$ cat config.mk
export PLATFORM = sky130hd
export DESIGN_NAME = normalized_cross_correlation_score_unit
export DESIGN_NICKNAME = d
export VERILOG_FILES = /design/src/sv/nccs_pkg.sv /design/src/sv/normalized_cross_correlation_score_unit.sv /design/src/sv/nccs_mul.sv
export SDC_FILE = /design/constraint.sdc
export NUM_CORES = 2
export LEC_CHECK = 0
export BUFFER_PORTS_ARGS = -buffer_cell sky130_fd_sc_hd__buf_2
export CELL_PAD_IN_SITES_DETAIL_PLACEMENT = 1
export CELL_PAD_IN_SITES_GLOBAL_PLACEMENT = 2
export CORE_MARGIN = 2
export CORE_UTILIZATION = 28
export CTS_CLUSTER_DIAMETER = 80
export CTS_CLUSTER_SIZE = 24
export DETAILED_ROUTE_END_ITERATION = 10
export GPL_TIMING_DRIVEN = 0
export HOLD_SLACK_MARGIN = 0.05
export PLACE_DENSITY_LB_ADDON = 0.12
export SYNTH_ARGS = -nofsm -noshare
export SYNTH_HDL_FRONTEND = slang
export SYNTH_SLANG_ARGS = --single-unit
$ cat constraint.sdc
create_clock -name aclk -period 8.9 [get_ports aclk]
set_input_delay 1.78 -clock aclk [delete_from_list [all_inputs] [get_ports aclk]]
set_output_delay 1.78 -clock aclk [all_outputs]
set_load 0.01 [all_outputs]
$ cat src/sv/nccs_pkg.sv
// Package for the normalized cross-correlation score unit.
// Widths, sequencer step codes and the grey conversion; no dependencies.
package nccs_pkg;

    localparam longint MAX_WINDOW_PIXELS = 65536;

    localparam int CNT_W = $clog2(MAX_WINDOW_PIXELS + 1);
    localparam int SUM_W = $clog2(MAX_WINDOW_PIXELS * 255 + 1);
    localparam int SQ_W  = $clog2(MAX_WINDOW_PIXELS * 65025 + 1);
    // n*Sxx - Sx^2 and friends
    localparam int AW    = CNT_W + SQ_W;
    // widest product: C^2 * 2^30, and A*B*mid^2
    localparam int P_W   = 2 * AW + 30;
    localparam int MA_W  = 2 * AW;
    localparam int MB_W  = AW;

    localparam int HALF  = 32768;
    localparam int HW    = 16;
    localparam int M2_W  = 31;
    localparam int SCORE_W = 17;

    localparam logic [3:0] STP_NSXX = 4'd0;
    localparam logic [3:0] STP_SXSX = 4'd1;
    localparam logic [3:0] STP_NSYY = 4'd2;
    localparam logic [3:0] STP_SYSY = 4'd3;
    localparam logic [3:0] STP_NSXY = 4'd4;
    localparam logic [3:0] STP_SXSY = 4'd5;
    localparam logic [3:0] STP_AB   = 4'd6;
    localparam logic [3:0] STP_CC   = 4'd7;
    localparam logic [3:0] STP_SQ   = 4'd8;
    localparam logic [3:0] STP_PM   = 4'd9;

    // floor((b+g+r)/3) via reciprocal 683/2048, exact for sums up to 765
    function automatic logic [7:0] grey(input logic [7:0] b, input logic [7:0] g,
                                        input logic [7:0] r);
        logic [9:0]  s;
        logic [18:0] p;
        s = {2'b00, b} + {2'b00, g} + {2'b00, r};
        p = 19'(s) * 19'd683;
        return p[18:11];
    endfunction

endpackage

$ cat src/sv/normalized_cross_correlation_score_unit.sv
// Top level of the normalized cross-correlation score unit.
// Depends on nccs_pkg and nccs_mul.
//
// Each accepted pixel pair is transferred in ST_IDLE, then accumulated in ST_ACC.
// The pair marked last then starts the score: a single shift-add multiplier
// retires one multiplier bit per cycle and runs eight products to form the
// variances, covariance, A*B and C^2, then fifteen or sixteen binary-search
// steps that each square the candidate and multiply it into A*B. The run
// time is set by operand magnitudes; an empty or flat window stops after
// the first four products. The input is not ready meanwhile. The score is
// held in an output register until taken.
module normalized_cross_correlation_score_unit (
    input  logic                           aclk,
    input  logic                           aresetn,
    input  logic                           s_valid,
    output logic                           s_ready,
    input  logic [7:0]                     s_tmpl_blue,
    input  logic [7:0]                     s_tmpl_green,
    input  logic [7:0]                     s_tmpl_red,
    input  logic [7:0]                     s_srch_blue,
    input  logic [7:0]                     s_srch_green,
    input  logic [7:0]                     s_srch_red,
    input  logic                           s_in_bounds,
    input  logic                           s_last_pixel,
    output logic                           m_valid,
    input  logic                           m_ready,
    output logic [nccs_pkg::SCORE_W-1:0]   m_score,
    output logic                           m_degenerate
);

    localparam logic [2:0] ST_IDLE = 3'd0;
    localparam logic [2:0] ST_ACC  = 3'd1;
    localparam logic [2:0] ST_LOAD = 3'd2;
    localparam logic [2:0] ST_WAIT = 3'd3;
    localparam logic [2:0] ST_DONE = 3'd4;

    localparam int AW = nccs_pkg::AW;
    localparam int HW = nccs_pkg::HW;

    logic [2:0] state_reg;
    logic [3:0] step_reg;

    logic [nccs_pkg::CNT_W-1:0] n_reg;
    logic [nccs_pkg::SUM_W-1:0] sx_reg, sy_reg;
    logic [nccs_pkg::SQ_W-1:0]  sxx_reg, syy_reg, sxy_reg;

    logic [7:0] tg_reg, sg_reg;
    logic       inb_reg, last_reg;

    logic [AW-1:0]              t1_reg, a_reg, b_reg, c_reg;
    logic                       cneg_reg, deg_reg;
    logic [nccs_pkg::MA_W-1:0]  prod_reg;
    logic [nccs_pkg::P_W-1:0]   rhs_reg;
    logic [HW-1:0]              lo_reg, hi_reg;
    logic [nccs_pkg::M2_W-1:0]  m2_reg;

    logic                       mv_reg;
    logic [nccs_pkg::SCORE_W-1:0] score_reg;
    logic                       mdeg_reg;

    logic                       mul_start, mul_done;
    logic [nccs_pkg::MA_W-1:0]  mul_a;
    logic [nccs_pkg::MB_W-1:0]  mul_b;
    logic [nccs_pkg::P_W-1:0]   mul_p;
    logic [AW-1:0]              p_lo;
    logic [HW:0]                mid_sum;
    logic [HW-1:0]              mid;
    logic                       clear_acc;

    assign s_ready      = (state_reg == ST_IDLE);
    assign m_valid      = mv_reg;
    assign m_score      = score_reg;
    assign m_degenerate = mdeg_reg;
    assign mul_start    = (state_reg == ST_LOAD);
    assign p_lo         = mul_p[AW-1:0];
    assign mid_sum      = {1'b0, lo_reg} + {1'b0, hi_reg} + {{HW{1'b0}}, !cneg_reg};
    assign mid          = mid_sum[HW:1];
    assign clear_acc    = (state_reg == ST_DONE) && (!mv_reg || m_ready);

    always_comb begin
        mul_a = '0;
        mul_b = '0;
        case (step_reg)
            nccs_pkg::STP_NSXX: begin
                mul_a = nccs_pkg::MA_W'(sxx_reg); mul_b = nccs_pkg::MB_W'(n_reg);
            end
            nccs_pkg::STP_SXSX: begin
                mul_a = nccs_pkg::MA_W'(sx_reg); mul_b = nccs_pkg::MB_W'(sx_reg);
            end
            nccs_pkg::STP_NSYY: begin
                mul_a = nccs_pkg::MA_W'(syy_reg); mul_b = nccs_pkg::MB_W'(n_reg);
            end
            nccs_pkg::STP_SYSY: begin
                mul_a = nccs_pkg::MA_W'(sy_reg); mul_b = nccs_pkg::MB_W'(sy_reg);
            end
            nccs_pkg::STP_NSXY: begin
                mul_a = nccs_pkg::MA_W'(sxy_reg); mul_b = nccs_pkg::MB_W'(n_reg);
            end
            nccs_pkg::STP_SXSY: begin
                mul_a = nccs_pkg::MA_W'(sx_reg); mul_b = nccs_pkg::MB_W'(sy_reg);
            end
            nccs_pkg::STP_AB: begin
                mul_a = nccs_pkg::MA_W'(a_reg); mul_b = b_reg;
            end
            nccs_pkg::STP_CC: begin
                mul_a = nccs_pkg::MA_W'(c_reg); mul_b = c_reg;
            end
            nccs_pkg::STP_SQ: begin
                mul_a = nccs_pkg::MA_W'(mid); mul_b = nccs_pkg::MB_W'(mid);
            end
            nccs_pkg::STP_PM: begin
                mul_a = prod_reg; mul_b = nccs_pkg::MB_W'(m2_reg);
            end
            default: begin
                mul_a = '0; mul_b = '0;
            end
        endcase
    end

    nccs_mul u_mul (
        .aclk    (aclk),
        .aresetn (aresetn),
        .start   (mul_start),
        .op_a    (mul_a),
        .op_b    (mul_b),
        .done    (mul_done),
        .product (mul_p)
    );

    // sequencer
    always_ff @(posedge aclk) begin
        if (!aresetn) begin
            state_reg <= ST_IDLE;
            step_reg  <= nccs_pkg::STP_NSXX;
        end else begin
            case (state_reg)
                ST_IDLE: begin
                    if (s_valid) begin
                        state_reg <= ST_ACC;
                    end
                end
                ST_ACC: begin
                    step_reg  <= nccs_pkg::STP_NSXX;
                    state_reg <= last_reg ? ST_LOAD : ST_IDLE;
                end
                ST_LOAD: begin
                    state_reg <= ST_WAIT;
                end
                ST_WAIT: begin
                    if (mul_done) begin
                        state_reg <= ST_LOAD;
                        case (step_reg)
                            nccs_pkg::STP_SYSY: begin
                                if (a_reg == '0 || (t1_reg - p_lo) == '0) begin
                                    state_reg <= ST_DONE;
                                end else begin
                                    step_reg <= nccs_pkg::STP_NSXY;
                                end
                            end
                            nccs_pkg::STP_CC: begin
                                step_reg <= nccs_pkg::STP_SQ;
                                if (lo_reg == hi_reg) begin
                                    state_reg <= ST_DONE;
                                end
                            end
                            nccs_pkg::STP_SQ: step_reg <= nccs_pkg::STP_PM;
                            nccs_pkg::STP_PM: begin
                                step_reg <= nccs_pkg::STP_SQ;
                                // loop ends once the interval has closed
                                if (!cneg_reg) begin
                                    if (mul_p <= rhs_reg) begin
                                        if (mid == hi_reg) state_reg <= ST_DONE;
                                    end else if (lo_reg == mid - 1'b1) begin
                                        state_reg <= ST_DONE;
                                    end
                                end else begin
                                    if (mul_p >= rhs_reg) begin
                                        if (mid == lo_reg) state_reg <= ST_DONE;
                                    end else if (hi_reg == mid + 1'b1) begin
                                        state_reg <= ST_DONE;
                                    end
                                end
                            end
                            default: step_reg <= step_reg + 4'd1;
                        endcase
                    end
                end
                ST_DONE: begin
                    if (!mv_reg || m_ready) begin
                        state_reg <= ST_IDLE;
                    end
                end
                default: state_reg <= ST_IDLE;
            endcase
        end
    end

    // datapath registers
    always_ff @(posedge aclk) begin
        if (state_reg == ST_IDLE && s_valid) begin
            tg_reg   <= nccs_pkg::grey(s_tmpl_blue, s_tmpl_green, s_tmpl_red);
            sg_reg   <= nccs_pkg::grey(s_srch_blue, s_srch_green, s_srch_red);
            inb_reg  <= s_in_bounds;
            last_reg <= s_last_pixel;
        end
        if (state_reg == ST_ACC) begin
            lo_reg  <= '0;
            hi_reg  <= HW'(nccs_pkg::HALF);
            deg_reg <= 1'b1;
        end
        if (state_reg == ST_WAIT && mul_done) begin
            case (step_reg)
                nccs_pkg::STP_NSXX, nccs_pkg::STP_NSYY, nccs_pkg::STP_NSXY: t1_reg <= p_lo;
                nccs_pkg::STP_SXSX: a_reg <= t1_reg - p_lo;
                nccs_pkg::STP_SYSY: begin
                    b_reg   <= t1_reg - p_lo;
                    deg_reg <= (a_reg == '0 || (t1_reg - p_lo) == '0);
                end
                nccs_pkg::STP_SXSY: begin
                    cneg_reg <= t1_reg < p_lo;
                    c_reg    <= (t1_reg < p_lo) ? p_lo - t1_reg : t1_reg - p_lo;
                end
                nccs_pkg::STP_AB: prod_reg <= mul_p[nccs_pkg::MA_W-1:0];
                nccs_pkg::STP_CC: rhs_reg <= {mul_p[nccs_pkg::P_W-31:0], 30'd0};
                nccs_pkg::STP_SQ: m2_reg <= mul_p[nccs_pkg::M2_W-1:0];
                nccs_pkg::STP_PM: begin
                    if (!cneg_reg) begin
                        if (mul_p <= rhs_reg) lo_reg <= mid;
                        else                  hi_reg <= mid - 1'b1;
                    end else begin
                        if (mul_p >= rhs_reg) hi_reg <= mid;
                        else                  lo_reg <= mid + 1'b1;
                    end
                end
                default: t1_reg <= t1_reg;
            endcase
        end
    end

    // window accumulators
    always_ff @(posedge aclk) begin
        if (!aresetn || clear_acc) begin
            n_reg   <= '0;
            sx_reg  <= '0;
            sy_reg  <= '0;
            sxx_reg <= '0;
            syy_reg <= '0;
            sxy_reg <= '0;
        end else if (state_reg == ST_ACC && inb_reg
                     && n_reg < nccs_pkg::CNT_W'(nccs_pkg::MAX_WINDOW_PIXELS)) begin
            n_reg   <= n_reg + 1'b1;
            sx_reg  <= sx_reg + nccs_pkg::SUM_W'(tg_reg);
            sy_reg  <= sy_reg + nccs_pkg::SUM_W'(sg_reg);
            sxx_reg <= sxx_reg + nccs_pkg::SQ_W'(16'(tg_reg) * 16'(tg_reg));
            syy_reg <= syy_reg + nccs_pkg::SQ_W'(16'(sg_reg) * 16'(sg_reg));
            sxy_reg <= sxy_reg + nccs_pkg::SQ_W'(16'(tg_reg) * 16'(sg_reg));
        end
    end

    // result register; lo never exceeds HALF so the score stays in 0..65536
    always_ff @(posedge aclk) begin
        if (!aresetn) begin
            mv_reg <= 1'b0;
        end else if (clear_acc) begin
            mv_reg <= 1'b1;
        end else if (m_ready) begin
            mv_reg <= 1'b0;
        end
    end

    always_ff @(posedge aclk) begin
        if (clear_acc) begin
            mdeg_reg <= deg_reg;
            if (deg_reg) begin
                score_reg <= '0;
            end else if (cneg_reg) begin
                score_reg <= nccs_pkg::SCORE_W'(nccs_pkg::HALF) - nccs_pkg::SCORE_W'(lo_reg);
            end else begin
                score_reg <= nccs_pkg::SCORE_W'(nccs_pkg::HALF) + nccs_pkg::SCORE_W'(lo_reg);
            end
        end
    end

endmodule

$ cat src/sv/nccs_mul.sv
// Shift-add multiplier, one multiplier bit per cycle, stops when the rest is zero.
// Depends on nccs_pkg for operand and product widths.
module nccs_mul (
    input  logic                      aclk,
    input  logic                      aresetn,
    input  logic                      start,
    input  logic [nccs_pkg::MA_W-1:0] op_a,
    input  logic [nccs_pkg::MB_W-1:0] op_b,
    output logic                      done,
    output logic [nccs_pkg::P_W-1:0]  product
);

    logic                      run_reg;
    logic [nccs_pkg::P_W-1:0]  acc_reg;
    logic [nccs_pkg::P_W-1:0]  a_reg;
    logic [nccs_pkg::MB_W-1:0] b_reg;

    assign done    = run_reg && (b_reg == '0);
    assign product = acc_reg;

    always_ff @(posedge aclk) begin
        if (!aresetn) begin
            run_reg <= 1'b0;
        end else if (start) begin
            run_reg <= 1'b1;
        end else if (done) begin
            run_reg <= 1'b0;
        end
    end

    always_ff @(posedge aclk) begin
        if (start) begin
            acc_reg <= '0;
            a_reg   <= nccs_pkg::P_W'(op_a);
            b_reg   <= op_b;
        end else if (run_reg && b_reg != '0) begin
            if (b_reg[0]) begin
                acc_reg <= acc_reg + a_reg;
            end
            a_reg <= {a_reg[nccs_pkg::P_W-2:0], 1'b0};
            b_reg <= b_reg >> 1;
        end
    end

endmodule

==> summary.md <==
| Metric | Value |
|---|---|
| Result of the run | complete, but fails checks |
| Violated checks | capacitance limit, slew limit |
| WL final | 285000 um |
| Post-synth design cell area | 66400 um^2 |
| Worst Setup Start Kind | input pin |
| Avg WL per Cell | roughly 27 um |
| Cell depth of the worst hold path | 0 |
| Die Outline Area | 241000 um^2 |
| CTS Buf Count | approximately 100 |
| Achievable Freq | 123 MHz |
| Cell type of the slowest stage on the worst timing path | sky130_fd_sc_hd__o21ai_0 |
| Clock net sink count | 968 |
| Static leakage | 30.5 nW |
| Layout area overhead | 13.0% |
| Arrival time of the worst setup path | 8.66 ns |
| Transition at the pin with the smallest max-transition slack | ~1.5 ns |
| CORE AREA | 236000 um^2 |
| Post-route standard cell area excluding fillers | 75100 um^2 |
| Filler cell count in the final layout | roughly 27000 |
| Wire length of the first global-routing pass | 412000 um |
| Number of max-cap violations | 1 |
| Final setup vio count | 0 |
| Number of buffers and inverters on the critical path | 2 |
| Relative max-transition margin | -0.00789 |
| Final hold violations | 0 |
| Cells traversed along the worst timing path | buf_2, fa_1, ha_1, fa_1, a21o_1, a21oi_1, o21bai_1, a21oi_1, nor2b_1, o21ai_0, inv_1, ha_1, ha_1, fa_1, fa_1, ha_1, ha_1, a21oi_1, o21ai_0, nor4_1, nor4b_1, o21ai_0, a21oi_1, a31oi_1 |
| Top-count cell post-synth | sky130_fd_sc_hd__nand2_1 |
| Setup repair after global routing missed its margin | false |
| Synthesis Warnings | 0 |
| Num rows | between 150 and 200 |
| Number of different library cells in the post-synthesis netlist | 98 |
| Post-detailed-route DRC marker count | 0 |
| Power density over the cells | 418 nW/um^2 |
| Setup clock skew after layout | 0.0681 ns |
| Peak per-stage delay on the critical path | 0.64 ns |
| Clock slew at the register clock pins of the worst setup and hold paths | ~0.070 ns |
| Post-Route Setup TNS | 0 ns |
| Worst R2R Start | tg_reg[6] |
| Kind of end point of the critical path | flop |
| Routed wl met3 | 10300 um |
| Routed metal-1 wirelength | between 100000 and 150000 um |
| Post-synth ARST share | 0 |
| Top cell types by occurrence after synthesis | sky130_fd_sc_hd__nand2_1 (747), sky130_fd_sc_hd__a21oi_1 (635), sky130_fd_sc_hd__ha_1 (616) |
| Crit path required time | around 9.4 ns |
| Root Driver | sky130_fd_sc_hd__clkbuf_16 |
| Synthesized netlist net count | 7929 |
| 1st-iter DRT viols | 4134 |
| Die width | 491 um |
| Category of the most critical setup path | input pin to flop |
| Final net count | 8128 |
| CTS-repair resized insts | 0 |
| Area fraction of the dominant cell type after synthesis | 0.274 |
| Post-placement cell count | 10300 |
| Timing startpoint of the critical path | s_tmpl_blue[1] |
| First-pass iteration count of the detailed router | 9 |
| Overall global routing resource usage | 0.231 |
| Biggest area contributors in the synthesized netlist | sky130_fd_sc_hd__edfxtp_1 (27%), sky130_fd_sc_hd__ha_1 (12%), sky130_fd_sc_hd__dfxtp_1 (11%) |
| Number of flops mapped to enable cells by yosys | 607 |
| Number of buffers inserted for hold repair after clock tree synthesis | 0 |
| Fraction of the cycle the final worst path needs | 0.916 |
| Final cell count without fillers | between 10000 and 15000 |
| Y dimension of the die | 491 um |
| Number of antenna violations at the first check in global routing | 15 |
| Pin count of the biggest net entering global routing | 62 |
| Count of state elements after synthesis | 968 |
| Count of buffers added by post-CTS timing repair for setup | 0 |
| Minimum clock period after layout | 8.16 ns |
| Clock latency at the later pin of the worst-skew pair | 0.80 ns |
| Worst Hold Launch | deg_reg |
| Final antenna-violating net count | 0 |
| Post-Place Cell Area | 71300 um^2 |
| Area of the multi-input gates | around 38000 um^2 |
| Boundary pin count | 74 |
| Synthesized area per cell | 9.40 um^2 |
| Port Buf Inserts | 73 |
| GPL Wtd Cong | ~0.91 |
| TritonCTS clock tree | built |
| Final Max Slew Viols | 11 |
| Cell count of the worst reg-to-reg path | 22 |
| Vias after detailed routing | 55500 |
| Biggest area consumer among synthesized cells | sky130_fd_sc_hd__edfxtp_1 |
| Logic depth of the worst setup path including buffers | 24 |
| Post-detailed-route via-to-cell ratio | about 5.3 |
| Share of the yosys chip area belonging to registers | 0.383 |
| Most used flip-flop cell after synthesis | sky130_fd_sc_hd__edfxtp_1 |
| HPWL after detailed placement | 229000 um |
| Top routing layer in use | met4 |
| Number of global-route vias before repair | 57200 |
| Crit-path most repeated cell | sky130_fd_sc_hd__ha_1 |
| Worst path top cell family by delay | adder cells |
| Synthesized instance count | 7065 |
| Overall overflow remaining after global route | 0 |
| Class of the tightest hold or removal check | flop to flop |
| Met2 routed WL | between 100000 and 150000 um |
| Peak ir drop on the vdd network | ~0.43 mV |
| Starting utilization of the core area | 0.282 |
| Highest net fanout along the worst path | 4 |
| Layout cell share with drive strength beyond 1 | 0.0497 |
| Maximum root-to-sink buffer count | 3 |
| Register Area | 25500 um^2 |
| H-tree lvl count | 3 |
## final timing paths
path                       end  slack (ns)
hold / removal    m_degenerate        0.45
setup / recovery     tg_reg[7]        0.74
hold reg to reg   m_degenerate        0.45
setup reg to reg   sxx_reg[31]        1.27
## report_power, final
part / total (mW) / internal, mW / switching, mW
clock: 4.89 / 2.42 / 2.47
sequential: 7.05 / 5.76 / 1.29
combinational: 19.4 / 8.05 / 11.4
## placed cells by master (no fill, tap or decap), types with 88 or more instances in the layout
| cell | n |
|---|---|
| sky130_fd_sc_hd__a22o_1 | 102 |
| sky130_fd_sc_hd__clkbuf_16 | 101 |
| sky130_fd_sc_hd__clkbuf_1 | 329 |
| sky130_fd_sc_hd__a21oi_1 | 635 |
| sky130_fd_sc_hd__a22oi_1 | 127 |
| sky130_fd_sc_hd__ha_1 | 616 |
| sky130_fd_sc_hd__nand2_1 | 746 |
| sky130_fd_sc_hd__xnor2_1 | 258 |
| sky130_fd_sc_hd__fa_1 | 194 |
| sky130_fd_sc_hd__nand3_1 | 152 |
| sky130_fd_sc_hd__dfxtp_1 | 361 |
| sky130_fd_sc_hd__o21ai_0 | 326 |
| sky130_fd_sc_hd__xor2_1 | 176 |
| sky130_fd_sc_hd__edfxtp_1 | 607 |
| sky130_fd_sc_hd__a21o_1 | 202 |
| sky130_fd_sc_hd__nor2_1 | 434 |
| sky130_fd_sc_hd__nand4_1 | 133 |
| sky130_fd_sc_hd__and2_1 | 88 |
| sky130_fd_sc_hd__inv_1 | 550 |
## routing by layer
layer | global-route usage | up-vias
met1 | 0.320 | 28400
li1 | - | 25800
met2 | 0.392 | 1078
met5 | 0 | -
met4 | 0.0450 | 0
met3 | 0.0196 | 223
## layout make-up
class                      instances  area share
sequential                       968       0.339
timing repair buffer              98      0.0109
clock buffer                     107      0.0345
multi-input combinational       5172       0.500
tap                             3150      0.0525
antenna                            8    0.000267
inverter                         552      0.0276
buffer                           373      0.0192
clock inverter                    81      0.0157
## metrics by stage
step / total power, mW / util / setup slack, ns / hold slack [ns]
floorplan: 20.8 / - / 1.03 / 0.406
global placement: 26.6 / 0.300 / -4.68 / 0.423
detailed placement: 26.8 / 0.302 / -0.135 / 0.437
CTS: 32.0 / 0.318 / 0.703 / 0.454
global route: 34.7 / 0.319 / 0.215 / 0.460
finish: 31.3 / 0.319 / 0.744 / 0.447
## cell families after synthesis
| logic type | synth area share |
|---|---|
| buffers and inverters | 0.0528 |
| adder cells (fa/ha/maj) | 0.175 |
| flip-flops | 0.383 |
| multiplexers | 0.00759 |
| XOR/XNOR | 0.0577 |
| AO/OA/AOI/OAI | 0.185 |
| AND/OR/NAND/NOR | 0.139 |
(Power assumes the default switching activity.)
